<file path="src/rtl/rtt_pkg.sv">
// Shared types and constants for the route template to regex translator.
// Used by the top level, the front end, the descriptor queue and the back end.
package rtt_pkg;

    localparam int FIFO_DEPTH = 4;
    localparam int FIFO_AW    = 2;

    localparam logic [1:0] KIND_CHAR    = 2'd0;
    localparam logic [1:0] KIND_NAME    = 2'd1;
    localparam logic [1:0] KIND_OPEN    = 2'd2;
    localparam logic [1:0] KIND_PATTERN = 2'd3;

    localparam logic [1:0] ERR_NONE     = 2'd0;
    localparam logic [1:0] ERR_BRACE    = 2'd1;
    localparam logic [1:0] ERR_OVERFLOW = 2'd2;

    localparam logic [7:0] CH_BSLASH = 8'h5C;
    localparam logic [7:0] CH_LBRACE = 8'h7B;
    localparam logic [7:0] CH_RBRACE = 8'h7D;
    localparam logic [7:0] CH_COLON  = 8'h3A;
    localparam logic [7:0] CH_LPAREN = 8'h28;
    localparam logic [7:0] CH_RPAREN = 8'h29;
    localparam logic [7:0] CH_CARET  = 8'h5E;
    localparam logic [7:0] CH_DOLLAR = 8'h24;

    // body of the results one template byte produces
    typedef enum logic [2:0] {
        BODY_NONE    = 3'd0,
        BODY_LIT     = 3'd1,
        BODY_OPEN    = 3'd2,
        BODY_PATOPEN = 3'd3,
        BODY_NAME    = 3'd4,
        BODY_PLAIN   = 3'd5
    } body_t;

    typedef struct packed {
        logic       start;
        body_t      body;
        logic       esc;
        logic [7:0] ch;
        logic [7:0] grp;
        logic [3:0] nb;
        logic       dollar;
        logic       filler;
        logic       last;
        logic [1:0] err;
    } desc_t;

    function automatic logic is_meta(input logic [7:0] c);
        return c == 8'h2F || c == 8'h2E || c == 8'h3F || c == CH_LPAREN ||
               c == CH_RPAREN || c == 8'h5B || c == 8'h5D || c == 8'h2A ||
               c == 8'h2B || c == CH_CARET || c == CH_BSLASH;
    endfunction

    // "([^\/]+)"
    function automatic logic [7:0] plain_char(input logic [2:0] idx);
        logic [7:0] c;
        case (idx)
            3'd0:    c = CH_LPAREN;
            3'd1:    c = 8'h5B;
            3'd2:    c = CH_CARET;
            3'd3:    c = CH_BSLASH;
            3'd4:    c = 8'h2F;
            3'd5:    c = 8'h5D;
            3'd6:    c = 8'h2B;
            3'd7:    c = CH_RPAREN;
            default: c = CH_RPAREN;
        endcase
        return c;
    endfunction

endpackage

</file>
<file path="src/rtl/rtt_if.sv">
// Valid/ready channel interfaces for template bytes in and regex results out.
// Depends on nothing but the beat widths fixed here.
interface rtt_in_if;
    logic       valid;
    logic       ready;
    logic [7:0] ch;
    logic       last_char;

    modport source (output valid, output ch, output last_char, input ready);
    modport sink   (input valid, input ch, input last_char, output ready);
endinterface

interface rtt_out_if;
    logic       valid;
    logic       ready;
    logic [1:0] out_kind;
    logic [7:0] out_char;
    logic [7:0] group_number;
    logic [1:0] error_code;
    logic       end_of_route;

    modport source (output valid, output out_kind, output out_char,
                    output group_number, output error_code, output end_of_route,
                    input ready);
    modport sink   (input valid, input out_kind, input out_char,
                    input group_number, input error_code, input end_of_route,
                    output ready);
endinterface

</file>
<file path="src/rtl/route_template_to_regex.sv">
// Top level of the route template to regex translator.
// Depends on rtt_pkg, rtt_if, rtt_front, rtt_fifo and rtt_back.
//
//  channel  dir  beat
//  tmpl     in   ch[7:0], last_char
//  regex    out  out_kind[1:0], out_char[7:0], group_number[7:0],
//                error_code[1:0], end_of_route
//  cfg      in   cfg_wr_en, cfg_wr_data (end anchor off)
//
// A template byte is taken while the queue has room; it gives 0 to 10 result
// beats (a filler beat when the final byte would give none), issued by the
// back end at one beat per cycle when not stalled, so sustained throughput is
// set by the back end's beat counter. The four-entry descriptor queue lets the
// front keep taking bytes while results stall. Reset clears all parse state.
module route_template_to_regex
#(
    parameter int MAX_BRACE_DEPTH = 15,
    parameter int MAX_GROUPS      = 255
)
(
    input  logic       clk,
    input  logic       rst_n,
    input  logic       cfg_wr_en,
    input  logic       cfg_wr_data,
    rtt_in_if.sink     tmpl,
    rtt_out_if.source  regex
);
    import rtt_pkg::*;

    logic  open_end_reg;
    logic  q_push;
    logic  q_full;
    logic  q_pop;
    logic  q_not_empty;
    desc_t q_desc;
    desc_t q_head;

    always_ff @(posedge clk or negedge rst_n)
    begin
        if (!rst_n)
            open_end_reg <= 1'b0;
        else if (cfg_wr_en)
            open_end_reg <= cfg_wr_data;
    end

    rtt_front #(
        .MAX_BRACE_DEPTH (MAX_BRACE_DEPTH),
        .MAX_GROUPS      (MAX_GROUPS)
    ) u_front (
        .clk         (clk),
        .rst_n       (rst_n),
        .open_end    (open_end_reg),
        .tmpl        (tmpl),
        .q_full      (q_full),
        .q_push      (q_push),
        .q_desc      (q_desc)
    );

    rtt_fifo u_fifo (
        .clk       (clk),
        .rst_n     (rst_n),
        .push      (q_push),
        .push_desc (q_desc),
        .full      (q_full),
        .pop       (q_pop),
        .not_empty (q_not_empty),
        .head_desc (q_head)
    );

    rtt_back u_back (
        .clk         (clk),
        .rst_n       (rst_n),
        .q_not_empty (q_not_empty),
        .q_head      (q_head),
        .q_pop       (q_pop),
        .regex       (regex)
    );

endmodule

</file>
<file path="src/rtl/rtt_fifo.sv">
// Short descriptor queue between front end and back end.
// Depends on rtt_pkg for desc_t and the queue depth.
module rtt_fifo
(
    input  logic          clk,
    input  logic          rst_n,
    input  logic          push,
    input  rtt_pkg::desc_t push_desc,
    output logic          full,
    input  logic          pop,
    output logic          not_empty,
    output rtt_pkg::desc_t head_desc
);
    import rtt_pkg::*;

    desc_t              mem_reg [FIFO_DEPTH];
    logic [FIFO_AW-1:0] wr_ptr_reg, wr_ptr_next;
    logic [FIFO_AW-1:0] rd_ptr_reg, rd_ptr_next;
    logic [FIFO_AW:0]   count_reg, count_next;

    assign full      = count_reg == (FIFO_AW+1)'(FIFO_DEPTH);
    assign not_empty = count_reg != '0;
    assign head_desc = mem_reg[rd_ptr_reg];

    always_comb
    begin
        wr_ptr_next = push ? wr_ptr_reg + 1'b1 : wr_ptr_reg;
        rd_ptr_next = pop ? rd_ptr_reg + 1'b1 : rd_ptr_reg;
        count_next  = count_reg + (FIFO_AW+1)'(push) - (FIFO_AW+1)'(pop);
    end

    always_ff @(posedge clk or negedge rst_n)
    begin
        if (!rst_n)
        begin
            wr_ptr_reg <= '0;
            rd_ptr_reg <= '0;
            count_reg  <= '0;
        end
        else
        begin
            wr_ptr_reg <= wr_ptr_next;
            rd_ptr_reg <= rd_ptr_next;
            count_reg  <= count_next;
        end
    end

    always_ff @(posedge clk)
    begin
        if (push)
        begin
            mem_reg[wr_ptr_reg] <= push_desc;
        end
    end

endmodule

</file>
<file path="src/rtl/rtt_front.sv">
// Front end: takes template bytes, keeps the parse state, queues a descriptor.
// Depends on rtt_pkg and rtt_in_if.
module rtt_front
#(
    parameter int MAX_BRACE_DEPTH = 15,
    parameter int MAX_GROUPS      = 255
)
(
    input  logic           clk,
    input  logic           rst_n,
    input  logic           open_end,
    rtt_in_if.sink         tmpl,
    input  logic           q_full,
    output logic           q_push,
    output rtt_pkg::desc_t q_desc
);
    import rtt_pkg::*;

    localparam int DW = $clog2(MAX_BRACE_DEPTH + 1);
    localparam int GW = $clog2(MAX_GROUPS + 1);

    logic          at_start_reg, at_start_next;
    logic          in_cap_reg, in_cap_next;
    logic          in_pat_reg, in_pat_next;
    logic          esc_reg, esc_next;
    logic [DW-1:0] depth_reg, depth_next;
    logic [GW-1:0] gcount_reg, gcount_next;
    logic [GW-1:0] capg_reg, capg_next;
    logic [1:0]    err_reg, err_next;

    logic          accept;
    logic [7:0]    c;
    logic [3:0]    total;
    desc_t         d;

    assign tmpl.ready = !q_full;
    assign accept     = tmpl.valid && tmpl.ready;
    assign c          = tmpl.ch;

    always_comb
    begin
        at_start_next = 1'b0;
        in_cap_next   = in_cap_reg;
        in_pat_next   = in_pat_reg;
        esc_next      = esc_reg;
        depth_next    = depth_reg;
        gcount_next   = gcount_reg;
        capg_next     = capg_reg;
        err_next      = err_reg;

        d        = '0;
        d.start  = at_start_reg;
        d.body   = BODY_NONE;
        d.ch     = c;
        d.last   = tmpl.last_char;

        if (!in_cap_reg)
        begin
            if (esc_reg)
            begin
                esc_next = 1'b0;
                d.body   = BODY_LIT;
                d.esc    = is_meta(c) || c == CH_LBRACE || c == CH_RBRACE;
                d.nb     = d.esc ? 4'd2 : 4'd1;
            end
            else if (c == CH_BSLASH)
            begin
                esc_next = 1'b1;
            end
            else if (c == CH_LBRACE)
            begin
                if (gcount_reg >= GW'(MAX_GROUPS))
                begin
                    if (err_next == ERR_NONE)
                        err_next = ERR_OVERFLOW;
                end
                else
                begin
                    gcount_next = gcount_reg + 1'b1;
                end
                capg_next   = gcount_next;
                in_cap_next = 1'b1;
                in_pat_next = 1'b0;
                depth_next  = '0;
                d.body      = BODY_OPEN;
                d.grp       = 8'(gcount_next);
                d.nb        = 4'd1;
            end
            else if (c == CH_RBRACE)
            begin
                if (err_next == ERR_NONE)
                    err_next = ERR_BRACE;
            end
            else
            begin
                d.body = BODY_LIT;
                d.esc  = is_meta(c);
                d.nb   = d.esc ? 4'd2 : 4'd1;
            end
        end
        else if (!in_pat_reg)
        begin
            if (c == CH_COLON)
            begin
                in_pat_next = 1'b1;
                d.body      = BODY_PATOPEN;
                d.grp       = 8'(capg_reg);
                d.nb        = 4'd2;
            end
            else if (c == CH_RBRACE)
            begin
                in_cap_next = 1'b0;
                d.body      = BODY_PLAIN;
                d.nb        = 4'd8;
            end
            else
            begin
                d.body = BODY_NAME;
                d.nb   = 4'd1;
            end
        end
        else
        begin
            d.body = BODY_LIT;
            d.nb   = 4'd1;
            if (esc_reg)
            begin
                esc_next = 1'b0;
            end
            else if (c == CH_BSLASH)
            begin
                esc_next = 1'b1;
            end
            else if (c == CH_LBRACE)
            begin
                if (depth_reg >= DW'(MAX_BRACE_DEPTH))
                begin
                    if (err_next == ERR_NONE)
                        err_next = ERR_OVERFLOW;
                end
                else
                begin
                    depth_next = depth_reg + 1'b1;
                end
            end
            else if (c == CH_RBRACE)
            begin
                if (depth_reg == '0)
                begin
                    d.ch        = CH_RPAREN;
                    in_cap_next = 1'b0;
                    in_pat_next = 1'b0;
                end
                else
                begin
                    depth_next = depth_reg - 1'b1;
                end
            end
            else if (c == CH_LPAREN)
            begin
                if (gcount_reg >= GW'(MAX_GROUPS))
                begin
                    if (err_next == ERR_NONE)
                        err_next = ERR_OVERFLOW;
                end
                else
                begin
                    gcount_next = gcount_reg + 1'b1;
                end
            end
        end

        if (tmpl.last_char)
        begin
            if (in_cap_next && err_next == ERR_NONE)
                err_next = ERR_BRACE;
            d.dollar = !open_end;
        end
        total    = d.nb + {3'b0, d.start} + {3'b0, d.dollar};
        d.filler = tmpl.last_char && total == '0;
        d.err    = err_next;

        if (tmpl.last_char)
        begin
            at_start_next = 1'b1;
            in_cap_next   = 1'b0;
            in_pat_next   = 1'b0;
            esc_next      = 1'b0;
            depth_next    = '0;
            gcount_next   = '0;
            capg_next     = '0;
            err_next      = ERR_NONE;
        end
    end

    assign q_desc = d;
    assign q_push = accept && (total != '0 || tmpl.last_char);

    always_ff @(posedge clk or negedge rst_n)
    begin
        if (!rst_n)
        begin
            at_start_reg <= 1'b1;
            in_cap_reg   <= 1'b0;
            in_pat_reg   <= 1'b0;
            esc_reg      <= 1'b0;
            depth_reg    <= '0;
            gcount_reg   <= '0;
            capg_reg     <= '0;
            err_reg      <= ERR_NONE;
        end
        else if (accept)
        begin
            at_start_reg <= at_start_next;
            in_cap_reg   <= in_cap_next;
            in_pat_reg   <= in_pat_next;
            esc_reg      <= esc_next;
            depth_reg    <= depth_next;
            gcount_reg   <= gcount_next;
            capg_reg     <= capg_next;
            err_reg      <= err_next;
        end
    end

endmodule

</file>
<file path="src/rtl/rtt_back.sv">
// Back end: expands queued descriptors into result beats, one per cycle
// while the output is not stalled. Depends on rtt_pkg and rtt_out_if.
module rtt_back
(
    input  logic           clk,
    input  logic           rst_n,
    input  logic           q_not_empty,
    input  rtt_pkg::desc_t q_head,
    output logic           q_pop,
    rtt_out_if.source      regex
);
    import rtt_pkg::*;

    desc_t      cur_reg;
    logic       cur_valid_reg;
    logic [3:0] step_reg;

    logic       o_valid_reg;
    logic [1:0] o_kind_reg, o_kind_next;
    logic [7:0] o_char_reg, o_char_next;
    logic [7:0] o_grp_reg, o_grp_next;
    logic [1:0] o_err_reg;
    logic       o_eor_reg, o_eor_next;

    logic [3:0] total;
    logic [3:0] j;
    logic       adv;
    logic       last_step;

    assign total     = cur_reg.nb + {3'b0, cur_reg.start} + {3'b0, cur_reg.dollar}
                     + {3'b0, cur_reg.filler};
    assign j         = step_reg - {3'b0, cur_reg.start};
    assign last_step = step_reg == total - 1'b1;
    assign adv       = cur_valid_reg && (!o_valid_reg || regex.ready);
    assign q_pop     = q_not_empty && (!cur_valid_reg || (adv && last_step));

    always_comb
    begin
        o_kind_next = KIND_CHAR;
        o_char_next = 8'h00;
        o_grp_next  = 8'h00;
        o_eor_next  = cur_reg.last && last_step;
        if (cur_reg.start && step_reg == '0)
        begin
            o_char_next = CH_CARET;
        end
        else if (j < cur_reg.nb)
        begin
            case (cur_reg.body)
                BODY_LIT:
                begin
                    o_char_next = (cur_reg.esc && j == '0) ? CH_BSLASH : cur_reg.ch;
                end
                BODY_OPEN:
                begin
                    o_kind_next = KIND_OPEN;
                    o_grp_next  = cur_reg.grp;
                end
                BODY_PATOPEN:
                begin
                    if (j == '0)
                    begin
                        o_kind_next = KIND_PATTERN;
                        o_grp_next  = cur_reg.grp;
                    end
                    else
                    begin
                        o_char_next = CH_LPAREN;
                    end
                end
                BODY_NAME:
                begin
                    o_kind_next = KIND_NAME;
                    o_char_next = cur_reg.ch;
                end
                BODY_PLAIN:
                begin
                    o_char_next = plain_char(j[2:0]);
                end
                default:
                begin
                    o_char_next = 8'h00;
                end
            endcase
        end
        else if (cur_reg.dollar && j == cur_reg.nb)
        begin
            o_char_next = CH_DOLLAR;
        end
    end

    always_ff @(posedge clk or negedge rst_n)
    begin
        if (!rst_n)
        begin
            cur_valid_reg <= 1'b0;
            step_reg      <= '0;
            o_valid_reg   <= 1'b0;
        end
        else
        begin
            if (q_pop)
            begin
                cur_valid_reg <= 1'b1;
                step_reg      <= '0;
            end
            else if (adv)
            begin
                if (last_step)
                begin
                    cur_valid_reg <= 1'b0;
                    step_reg      <= '0;
                end
                else
                begin
                    step_reg <= step_reg + 1'b1;
                end
            end

            if (adv)
                o_valid_reg <= 1'b1;
            else if (regex.ready)
                o_valid_reg <= 1'b0;
        end
    end

    always_ff @(posedge clk)
    begin
        if (q_pop)
            cur_reg <= q_head;
        if (adv)
        begin
            o_kind_reg <= o_kind_next;
            o_char_reg <= o_char_next;
            o_grp_reg  <= o_grp_next;
            o_err_reg  <= cur_reg.err;
            o_eor_reg  <= o_eor_next;
        end
    end

    assign regex.valid        = o_valid_reg;
    assign regex.out_kind     = o_kind_reg;
    assign regex.out_char     = o_char_reg;
    assign regex.group_number = o_grp_reg;
    assign regex.error_code   = o_err_reg;
    assign regex.end_of_route = o_eor_reg;

    a_step_in_range: assert property (@(posedge clk) disable iff (!rst_n)
        cur_valid_reg |-> step_reg < total)
        else $error("step beyond descriptor length");

    a_no_lost_beat: assert property (@(posedge clk) disable iff (!rst_n)
        (o_valid_reg && !regex.ready) |=> o_valid_reg)
        else $error("pending beat dropped under stall");

    a_err_code: assert property (@(posedge clk) disable iff (!rst_n)
        o_valid_reg |-> (o_err_reg == ERR_NONE || o_err_reg == ERR_BRACE ||
                         o_err_reg == ERR_OVERFLOW))
        else $error("illegal error code on output");

endmodule
</file>
<file path="src/flat_wrapper.sv">
// flat-port wrapper written by rule: the top's interface ports become plain ports
module route_template_to_regex_flat import rtt_pkg::*;
#(
    parameter int MAX_BRACE_DEPTH = 15,
    parameter int MAX_GROUPS      = 255
)
  (clk, rst_n, cfg_wr_en, cfg_wr_data, tmpl_valid, tmpl_ch, tmpl_last_char, tmpl_ready, regex_valid, regex_out_kind, regex_out_char, regex_group_number, regex_error_code, regex_end_of_route, regex_ready);
  rtt_in_if tmpl_i ();
  rtt_out_if regex_i ();
  input  logic clk;
  input  logic rst_n;
  input  logic cfg_wr_en;
  input  logic cfg_wr_data;
  input wire logic [$bits(tmpl_i.valid)-1:0] tmpl_valid;
  input wire logic [$bits(tmpl_i.ch)-1:0] tmpl_ch;
  input wire logic [$bits(tmpl_i.last_char)-1:0] tmpl_last_char;
  output wire logic [$bits(tmpl_i.ready)-1:0] tmpl_ready;
  output wire logic [$bits(regex_i.valid)-1:0] regex_valid;
  output wire logic [$bits(regex_i.out_kind)-1:0] regex_out_kind;
  output wire logic [$bits(regex_i.out_char)-1:0] regex_out_char;
  output wire logic [$bits(regex_i.group_number)-1:0] regex_group_number;
  output wire logic [$bits(regex_i.error_code)-1:0] regex_error_code;
  output wire logic [$bits(regex_i.end_of_route)-1:0] regex_end_of_route;
  input wire logic [$bits(regex_i.ready)-1:0] regex_ready;
  assign tmpl_i.valid = tmpl_valid;
  assign tmpl_i.ch = tmpl_ch;
  assign tmpl_i.last_char = tmpl_last_char;
  assign tmpl_ready = tmpl_i.ready;
  assign regex_valid = regex_i.valid;
  assign regex_out_kind = regex_i.out_kind;
  assign regex_out_char = regex_i.out_char;
  assign regex_group_number = regex_i.group_number;
  assign regex_error_code = regex_i.error_code;
  assign regex_end_of_route = regex_i.end_of_route;
  assign regex_i.ready = regex_ready;
  route_template_to_regex #(.MAX_BRACE_DEPTH(MAX_BRACE_DEPTH), .MAX_GROUPS(MAX_GROUPS)) u_core (.clk(clk), .rst_n(rst_n), .cfg_wr_en(cfg_wr_en), .cfg_wr_data(cfg_wr_data), .tmpl(tmpl_i), .regex(regex_i));
endmodule
</file>
<file path="config.mk">
export PLATFORM = sky130hd
export DESIGN_NAME = route_template_to_regex_flat
export DESIGN_NICKNAME = d
export VERILOG_FILES = /design/src/rtl/rtt_pkg.sv /design/src/rtl/rtt_if.sv /design/src/rtl/route_template_to_regex.sv /design/src/rtl/rtt_fifo.sv /design/src/rtl/rtt_front.sv /design/src/rtl/rtt_back.sv /design/src/flat_wrapper.sv
export SDC_FILE = /design/constraint.sdc
export NUM_CORES = 1
export LEC_CHECK = 0
export BUFFER_PORTS_ARGS = -buffer_cell sky130_fd_sc_hd__clkbuf_2
export CORE_ASPECT_RATIO = 0.8
export CORE_MARGIN = 8
export CORE_UTILIZATION = 62
export CTS_CLUSTER_SIZE = 40
export DETAILED_ROUTE_END_ITERATION = 10
export GPL_TIMING_DRIVEN = 0
export HOLD_SLACK_MARGIN = 0.06
export PLACE_DENSITY = 0.81
export SYNTH_ARGS = -nofsm -noshare
export SYNTH_HDL_FRONTEND = slang
export SYNTH_SLANG_ARGS = --single-unit
</file>
<file path="constraint.sdc">
create_clock -name clk -period 5.94 [get_ports clk]
set_input_delay 1.782 -clock clk [delete_from_list [all_inputs] [get_ports clk]]
set_output_delay 1.782 -clock clk [all_outputs]
set_load 0.005 [all_outputs]
</file>
==> flow_summary.toml, run 1 <==
[setup_path]
worst-setup-path-type = "in2reg"
critical_path_source = "tmpl_ch[7]"
critical_path_peak_fanout = 29
worst_r2r_path_depth = 14
beginning_of_the_worst_register_to_register_path = "u_core.u_back.cur_reg[5]"
critical_path.startpoint_type = "input port"
r2r_slack_ps = 1690
cp-end-kind = "register"
required_time_at_the_worst_slack_endpoint_ps = 6070
cp_common_cell = "buf_6"
critical_path_max_stage_delay_ps = 550
worstPathCellList = "clkbuf_2 -> nand4b_1 -> buf_6 -> or3_1 -> buf_6 -> a21oi_1 -> o21ba_1 -> fa_1 -> ha_1 -> or4_1 -> o21a_4 -> and2_2"
critical_path.slowest_cell = "or4_1"
critical_path.reg2reg.endpoint = "u_core.u_fifo.count_reg[2]"
arrival_ps = 5210

[pwr]
power_report.internal_total_mw = 3.21
pwr-share-seq_pct = 44.8
irDropWorstVdd_uv = 214
comb_power_share_pct = 27.6
power-per-cell-area_nw_per_um2 = 431
p_clk_share_pct = 27.6
switching_share_pct = 30.0
static-leakage-power_nw = 3.92
power_switching_mw = 1.38

[finish]
stdcell_area_um2 = 10700
n_antenna_cell = 0
area_growth_syn_to_layout_pct = 11.8
largest_register_ffs = 116
nNetsFinal = 768
ratio_of_cells_with_drive_above_1_in_the_final_layout_pct = 18.8
fillCellCount = 922
stdcell_count = 929

[route]
drtPass1Iterations = 6
wire_per_inst_um = 20.5
detailroute.via_count = 5786
post-route-drc-count = 0
postRouteAntennaNets = 0
drt-total-wl_mm = 19.0
drt_iter0_drc = 582
routed_via_density = 6.23

[die]
die_width_um = 155
chipHeight_um = 127
placement_rows = 40
floorplan.die_area_um2 = 19600
io_pins = 38
core-area_um2 = 15000
start_util_pct = 63.6

[logic_synthesis]
synth.top_cells.by_area = "edfxtp_1 (52%), dfrtp_1 (10%), mux4_2 (6.8%), ha_1 (2.8%), nand2_1 (1.7%)"
synth.distinct_cells = 86
post_synth_inst_count = 667
yosys_warnings = 0
edff_count_synth = 166
synth.ff_latch_count = 206
postSynthNetCount = 708
mappedNetlistArea_um2 = 9540
post_synth_most_frequent_cells = "edfxtp_1 (166), nand2_1 (44), dfrtp_1 (39)"
post-synth-top-area-fraction_pct = 52.2
synth.largest_area_cell = "edfxtp_1"
synth_seq_area_share_pct = 62.7
synth_most_common_cell = "edfxtp_1"
asyncSetResetFlopFracSynth_pct = 19.4
ys.flop_type = "edfxtp_1"
syn_avg_cell_area_um2 = 14.3

[timing]
timing.max_slew.rel_slack_pct = 25.5
setup_viol_count_final = 0
fin_crit_ps = 5080
final_clock_period_utilization_by_the_worst_path_pct = 85.4
rsz0062_at_grt = "false"
timing.final.max_slew_violations = 0
fin_skew_ps = 6.78
worst_hold_slack_ps = 427
worst_pin_slew_ps = 1120
fmaxAchievable_mhz = 197
finalHoldViolCount = 0
fin_tns_setup_ps = 0

[grt]
grt_max_degree = 41
initial_antenna_violation_count = 0
first_global_vias = 5694
grt.overflow.total = 0
globalRouteTotalUtil_pct = 19.5
first_pass_grt_wire_length_mm = 30.4

[hold_path]
holdCritPathClass = "reg2reg"
hold_path.startpoint = "u_core.u_back.cur_reg[0]"
hold-path-cell-count = 0
capture_endpoint_of_the_worst_hold_path = "u_core.u_back.regex.error_code[0]"

[clock_network]
clk_path_buf_depth = 3
tritoncts.num_buffers = 20
cts_resized = 0
cts_tree = "done"
insertion_delay_ps = 490
clkSinkCount = 206
cts_htree_levels = 1
clk_pin_slew_ps = 60
cts_setup_buffers = 0
post_cts_hold_buffer_count = 0
clk_root_buffer_cell = "clkbuf_16"

[flow_run]
max_cap_violations = 0

[placed_design]
finalWeightedCongestion = 0.883
dp.final_hpwl_mm = 12.7
place_inst = 894
number_of_buffer_cells_added_on_primary_ports = 37
detailed_place.area_um2 = 10000

[outcome]
run_status = "completed"
cell usage in the layout, fill, tap and decap left out, types with 5 or more instances in the layout:
cell,synthesis,layout
a21oi_1,15,15
a22o_1,11,11
a31oi_1,13,13
and2_1,20,16
buf_2,9,9
clkbuf_1,21,23
clkbuf_16,0,21
clkbuf_2,0,37
dfrtp_1,39,39
edfxtp_1,166,166
fa_1,5,5
ha_1,21,21
inv_1,31,31
mux2_1,6,6
mux4_2,29,29
nand2_1,44,44
nand2b_1,16,16
nand3_1,17,17
nand4_1,5,5
nor2_1,35,35
nor2b_1,13,13
nor3_1,7,7
o211ai_1,7,7
o21ai_0,20,20
or3_1,8,8
xnor2_1,14,14
xor2_1,6,6
power groups by stage:
| stage | clock [mW] | sequential [mW] | combinational [mW] |
|---|---|---|---|
| 3_3_place_gp | 0 | 2.05 | 1.19 |
| 2_1_floorplan | 0 | 2.04 | 0.921 |
| 4_1_cts | 1.28 | 2.06 | 1.28 |
| 6_report | 1.27 | 2.06 | 1.27 |
| 3_5_place_dp | 0 | 2.08 | 1.25 |
| 5_1_grt | 1.34 | 2.08 | 1.39 |
worst max-delay path, delay by kind of cell:
family | cells | cell delay (ps)
buf+inv | 3 | 450
simple gates | 4 | 1610
fa+ha+maj | 2 | 730
compound gates | 3 | 600
routing by layer:
metal | wire length (µm) | up-vias | global-route usage (%)
met5 | 0 | - | 0
met4 | 280 | 0 | 3.91
met3 | 1400 | 30 | 3.87
met2 | 9170 | 215 | 32.9
met1 | 8190 | 2894 | 26.1
li1 | - | 2647 | -
per-stage QoR:
stage                     utilization, %  power, mW  setup WS [ps]
after CTS                           71.1       4.61            871
after global placement              66.4       3.24            169
final                               71.1       4.59            865
after floorplan                        -       2.96            771
after global routing                71.1       4.81            733
after detailed placement            66.7       3.33            422
worst max-delay path by stage:
stage | slack (ps) | depth (start not counted) | to
floorplan | 770 | 11 | u_core.u_fifo.mem_reg[0][0]
global placement | 170 | 12 | u_core.u_fifo.mem_reg[1][23]
detailed placement | 420 | 12 | u_core.u_fifo.mem_reg[1][23]
CTS | 870 | 12 | u_core.u_fifo.mem_reg[1][20]
global route | 730 | 12 | u_core.u_fifo.mem_reg[1][22]
finish | 860 | 12 | u_core.u_fifo.mem_reg[1][22]
layout make-up:
class	instances	area, µm²	share of cell area, %
Clock inverter	11	115	1.08
Multi-Input combinational cell	397	3300	30.9
Tap cell	189	236	2.22
Clock buffer	24	547	5.12
Inverter	31	116	1.09
Timing Repair Buffer	38	213	1.99
Buffer	33	154	1.44
Sequential cell	206	5990	56.1
cells by family after synthesis:
| family | Yosys count | share of synthesized area (%) |
|---|---|---|
| compound gates | 110 | 8.59 |
| simple gates | 201 | 12.0 |
| fa+ha+maj | 27 | 3.91 |
| flops | 206 | 62.7 |
| xor+xnor | 21 | 2.07 |
| buf+inv | 64 | 2.83 |
| mux | 38 | 7.89 |
(Power assumes the default switching activity.)
==> inputs of run 2 (changes only) <==
--- a/config.mk
+++ b/config.mk
@@ -5,6 +5,7 @@
 export SDC_FILE = /design/constraint.sdc
 export NUM_CORES = 1
 export LEC_CHECK = 0
+export ABC_AREA = 1
 export BUFFER_PORTS_ARGS = -buffer_cell sky130_fd_sc_hd__clkbuf_2
 export CORE_ASPECT_RATIO = 0.8
 export CORE_MARGIN = 8
@@ -14,6 +15,7 @@
 export GPL_TIMING_DRIVEN = 0
 export HOLD_SLACK_MARGIN = 0.06
 export PLACE_DENSITY = 0.81
+export RECOVER_POWER = 100
 export SYNTH_ARGS = -nofsm -noshare
 export SYNTH_HDL_FRONTEND = slang
 export SYNTH_SLANG_ARGS = --single-unit
==> flow_summary.toml, run 2 <==
[outcome]
run_status = "finished, violations left"
failed_checks = "capacitance limit, slew limit"

[grt]
initial_antenna_violation_count = 0
globalRouteTotalUtil_pct = 20.5
grt_max_degree = 41
first_global_vias = 6378
first_pass_grt_wire_length_mm = 32.1
grt.overflow.total = 0

[route]
drt_iter0_drc = 520
post-route-drc-count = 0
drt-met1-wl_mm = 8.70
wire_per_inst_um = 17.4
drtPass1Iterations = 5
maxUsedRoutingLayer = "met4"
routed_via_density = 5.70
wl_met2_mm = 9.10
drt-total-wl_mm = 19.9
dr_wl_met3_mm = 1.71
postRouteAntennaNets = 0
detailroute.via_count = 6493

[setup_path]
critical_path_peak_fanout = 29
cp_num_buf_inv = 2
arrival_ps = 5290
worstPathCellList = "clkbuf_1 -> nand2_2 -> nor2_1 -> nand2_1 -> clkinvlp_2 -> nand2_1 -> nand3_1 -> a21oi_1 -> fa_1 -> ha_1 -> nor2_1 -> nand4_1 -> nand2_1 -> nor2_4"
cp-end-kind = "register"
worst-setup-path-type = "in2reg"
required_time_at_the_worst_slack_endpoint_ps = 6050
r2r_slack_ps = 1260
top_delay_family_on_crit_path = "simple AND/OR/NAND/NOR gates"
critical_path.slowest_cell = "nor2_4"
critical_path_max_stage_delay_ps = 850
cp_common_cell = "nand2_1"
critical_path.startpoint_type = "input port"

[finish]
area_growth_syn_to_layout_pct = 10.5
n_antenna_cell = 0
nNetsFinal = 977
layout_commonest_cell = "edfxtp_1"
fillCellCount = 1078
largest_register_ffs = 116
ratio_of_cells_with_drive_above_1_in_the_final_layout_pct = 8.74
commonest_non_fill_non_tap_cells_in_the_layout = "edfxtp_1 (166), nand2_1 (156), nor2_1 (120)"

[logic_synthesis]
synth_most_common_cell = "edfxtp_1"
synth_seq_area_share_pct = 63.4
yosys_warnings = 0
post_synth_inst_count = 876
post_synth_most_frequent_cells = "edfxtp_1 (166), nand2_1 (151), nor2_1 (120)"
ys.flop_type = "edfxtp_1"
syn_avg_cell_area_um2 = 10.8
synth.largest_area_cell = "edfxtp_1"
synth.distinct_cells = 45
synth.top_cells.by_area = "edfxtp_1 (53%), dfrtp_1 (10%), nand2_1 (6.0%), nor2_1 (4.8%), o21ai_0 (4.0%)"
asyncSetResetFlopFracSynth_pct = 19.4
synth.ff_latch_count = 206
mappedNetlistArea_um2 = 9450
postSynthNetCount = 917
post-synth-top-area-fraction_pct = 52.8
edff_count_synth = 166

[pwr]
static-leakage-power_nw = 4.23
finalPower_mw = 4.76
irDropWorstVdd_uv = 234
power-per-cell-area_nw_per_um2 = 455

[timing]
worst_pin_slew_ps = 2310
fmaxAchievable_mhz = 193
final_clock_period_utilization_by_the_worst_path_pct = 87.3
setup_viol_count_final = 0
fin_tns_setup_ps = 0
fin_crit_ps = 5190
finalHoldViolCount = 0
timing.max_slew.rel_slack_pct = -53.7
timing.final.max_slew_violations = 41
rsz0062_at_grt = "false"
post-route-worst-setup-slack_ps = 755
fin_skew_ps = 16.4

[placed_design]
finalWeightedCongestion = 0.928
post-place-ws_ps = 567
number_of_buffer_cells_added_on_primary_ports = 37
dp.final_hpwl_mm = 13.4

[die]
floorplan.die_area_um2 = 19500
die_width_um = 154
io_pins = 38
start_util_pct = 63.1
core-area_um2 = 15000
chipHeight_um = 126
placement_rows = 40

[flow_run]
max_cap_violations = 1

[clock_network]
clk_root_buffer_cell = "clkbuf_16"
cts_htree_levels = 1
cts_setup_buffers = 0
cts_resized = 0
clk_pin_slew_ps = 70
clk_path_buf_depth = 3
clkSinkCount = 206
cts_tree = "done"
insertion_delay_ps = 500
tritoncts.num_buffers = 21
post_cts_hold_buffer_count = 0

[hold_path]
holdCritPathClass = "reg2reg"
[run 2: per-layer routing]
metal / global-route usage (%) / vias up
met5: 0 / -
met2: 32.9 / 270
met3: 4.51 / 28
li1: - / 3112
met4: 6.61 / 0
met1: 27.6 / 3083
[run 2: final timing paths]
check                                              start                                end  cells after the start
worst max-delay path                          tmpl_ch[0]       u_core.u_fifo.mem_reg[0][10]                     14
worst min register to register  u_core.u_back.cur_reg[1]  u_core.u_back.regex.error_code[1]                      0
worst min-delay path            u_core.u_back.cur_reg[1]  u_core.u_back.regex.error_code[1]                      0
max in group asynchronous                          rst_n         u_core.u_front.capg_reg[5]                      1
worst max register to register  u_core.u_back.cur_reg[3]         u_core.u_fifo.count_reg[1]                     17
min in group asynchronous                          rst_n          u_core.u_back.regex.valid                      1
[run 2: power breakdown]
part,internal (mW),switching [mW]
Sequential,1.96,0.123
Clock,0.805,0.536
Combinational,0.393,0.937
[run 2: worst register-to-register path, cell delays in order (launching register included)]
cell	delay (ps)
edfxtp_1	380
inv_1	80
ha_1	250
fa_1	470
fa_1	550
xor2_1	150
nand2_1	60
nor2_1	130
nand3_1	110
nand2_1	180
nand2_1	130
inv_1	890
ha_1	410
inv_1	60
ha_1	130
inv_1	50
fa_1	490
inv_1	40
[run 2: cell type report]
cell class	count	area, µm²	area share [%]
Tap cell	189	236	2.26
Buffer	30	120	1.15
Sequential cell	206	5990	57.3
Inverter	96	362	3.46
Clock buffer	24	557	5.33
Clock inverter	13	150	1.44
Multi-Input combinational cell	544	2880	27.5
Timing Repair Buffer	37	154	1.47
[run 2: cells by family after synthesis]
group / count (synthesis) / synth area share (%)
fa+ha+maj: 26 / 3.84
flops: 206 / 63.4
mux: 1 / 0.119
simple gates: 345 / 15.9
compound gates: 157 / 10.1
buf+inv: 126 / 5.28
xor+xnor: 15 / 1.39
[run 2: per-stage QoR]
stage	cells	util, %	hold slack (ps)	cell area [µm²]
6_report	1139	69.8	441	10400
3_5_place_dp	1102	66.2	420	9900
5_1_grt	1139	69.8	447	10400
2_1_floorplan	876	-	400	9450
4_1_cts	1139	70.9	436	10600
3_3_place_gp	1102	66.0	405	9870
==> inputs of run 3 (changes only) <==
--- a/config.mk
+++ b/config.mk
@@ -15,7 +15,7 @@
 export GPL_TIMING_DRIVEN = 0
 export HOLD_SLACK_MARGIN = 0.06
 export PLACE_DENSITY = 0.81
-export RECOVER_POWER = 100
+export RECOVER_POWER = 50
 export SYNTH_ARGS = -nofsm -noshare
 export SYNTH_HDL_FRONTEND = slang
 export SYNTH_SLANG_ARGS = --single-unit
==> flow_summary.toml, run 3 (synthesis results as in run 2) <==
[outcome]
run_status = "finished, violations left"
failed_checks = "capacitance limit, slew limit"

[pwr]
comb_power_share_pct = 28.0
power_switching_mw = 1.60
static-leakage-power_nw = 4.23
pwr-share-seq_pct = 43.8
p_clk_share_pct = 28.2
finalPower_mw = 4.76
switching_share_pct = 33.6
irDropWorstVdd_uv = 236
power_report.internal_total_mw = 3.16
power-per-cell-area_nw_per_um2 = 455

[finish]
commonest_non_fill_non_tap_cells_in_the_layout = "edfxtp_1 (166), nand2_1 (155), nor2_1 (119)"
area_growth_syn_to_layout_pct = 10.6
n_antenna_cell = 0
final_core_occ_pct = 69.8
ratio_of_cells_with_drive_above_1_in_the_final_layout_pct = 9.05
largest_register_ffs = 116
regArea_um2 = 5990
nNetsFinal = 977
stdcell_count = 1139
fillCellCount = 1075
layout_commonest_cell = "edfxtp_1"
stdcell_area_um2 = 10500
multi_input_area_um2 = 2890

[route]
drt-total-wl_mm = 19.8
drtPass1Iterations = 5
post-route-drc-count = 0
detailroute.via_count = 6496
drt_iter0_drc = 529
wire_per_inst_um = 17.4
postRouteAntennaNets = 0
routed_via_density = 5.70

[timing]
finalHoldViolCount = 0
rsz0062_at_grt = "false"
fin_tns_setup_ps = 0
worst_pin_slew_ps = 2330
timing.final.max_slew_violations = 41
worst_hold_slack_ps = 439
final_clock_period_utilization_by_the_worst_path_pct = 84.4
fin_skew_ps = 17.2
fmaxAchievable_mhz = 200
post-route-worst-setup-slack_ps = 928
setup_viol_count_final = 0
timing.max_slew.rel_slack_pct = -55.2
fin_crit_ps = 5010

[grt]
first_global_vias = 6378
initial_antenna_violation_count = 0
globalRouteTotalUtil_pct = 20.5
first_pass_grt_wire_length_mm = 32.1
grt_max_degree = 41
grt.overflow.total = 0

[die]
core-area_um2 = 15000
io_pins = 38
floorplan.die_area_um2 = 19500
start_util_pct = 63.1
chipHeight_um = 126
die_width_um = 154
placement_rows = 40

[flow_run]
max_cap_violations = 1

[clock_network]
cts_setup_buffers = 0
cts_tree = "done"
insertion_delay_ps = 500
clk_path_buf_depth = 3
tritoncts.num_buffers = 21
cts_htree_levels = 1
clkSinkCount = 206
clk_root_buffer_cell = "clkbuf_16"
post_cts_hold_buffer_count = 0
clk_pin_slew_ps = 60
cts_resized = 0

[setup_path]
critical_path_peak_fanout = 29
critical_path.startpoint_type = "input port"
required_time_at_the_worst_slack_endpoint_ps = 6050
arrival_ps = 5120
cp-end-kind = "register"
worst-setup-path-type = "in2reg"

[placed_design]
detailed_place.area_um2 = 9900
finalWeightedCongestion = 0.928
post-place-ws_ps = 567
place_inst = 1102
dp.final_hpwl_mm = 13.4
number_of_buffer_cells_added_on_primary_ports = 37

[hold_path]
holdCritPathClass = "reg2reg"
[run 3: critical path: stages]
cell and delay, ps:
clkbuf_1 340, nand2_2 90, nor2_1 160, nand2_1 320, clkinvlp_2 260, nand2_1 70
nand3_1 90, a21oi_1 140, fa_1 430, ha_1 280, nor2_1 50, nand4_1 100
nand2_2 200, nor2_4 780
[run 3: final timing paths]
check,slack [ps],end,cells past startpoint,start
max,930,u_core.u_fifo.mem_reg[0][10],14,tmpl_ch[0]
min,440,u_core.u_back.regex.error_code[1],0,u_core.u_back.cur_reg[1]
max reg2reg,1270,u_core.u_fifo.count_reg[1],17,u_core.u_back.cur_reg[3]
min reg2reg,440,u_core.u_back.regex.error_code[1],0,u_core.u_back.cur_reg[1]
max in group asynchronous,2610,u_core.u_front.capg_reg[5],1,rst_n
min in group asynchronous,1980,u_core.u_back.regex.valid,1,rst_n
[run 3: area by class of cell]
type,count,share of cell area (%)
Buffer,30,1.15
Clock buffer,24,5.33
Clock inverter,13,1.44
Inverter,96,3.46
Multi-Input combinational cell,544,27.6
Sequential cell,206,57.3
Tap cell,189,2.26
Timing Repair Buffer,37,1.47
[run 3: power by group through the flow]
| stage | Clock [mW] | Combinational [mW] | Sequential, mW |
|---|---|---|---|
| global placement | 0 | 1.29 | 2.11 |
| global route | 1.41 | 1.50 | 2.11 |
| CTS | 1.35 | 1.36 | 2.09 |
| finish | 1.34 | 1.33 | 2.08 |
| floorplan | 0 | 0.915 | 2.08 |
| detailed placement | 0 | 1.34 | 2.11 |
[run 3: metal layers]
| layer | global-route usage (%) | wire (µm) | part of all wire (%) | vias up |
|---|---|---|---|---|
| met5 | 0 | 0 | 0 | - |
| met4 | 6.61 | 395 | 2.0 | 0 |
| met3 | 4.51 | 1850 | 9.3 | 30 |
| met2 | 32.9 | 9080 | 46 | 292 |
| met1 | 27.6 | 8510 | 43 | 3060 |
| li1 | - | - | - | 3114 |
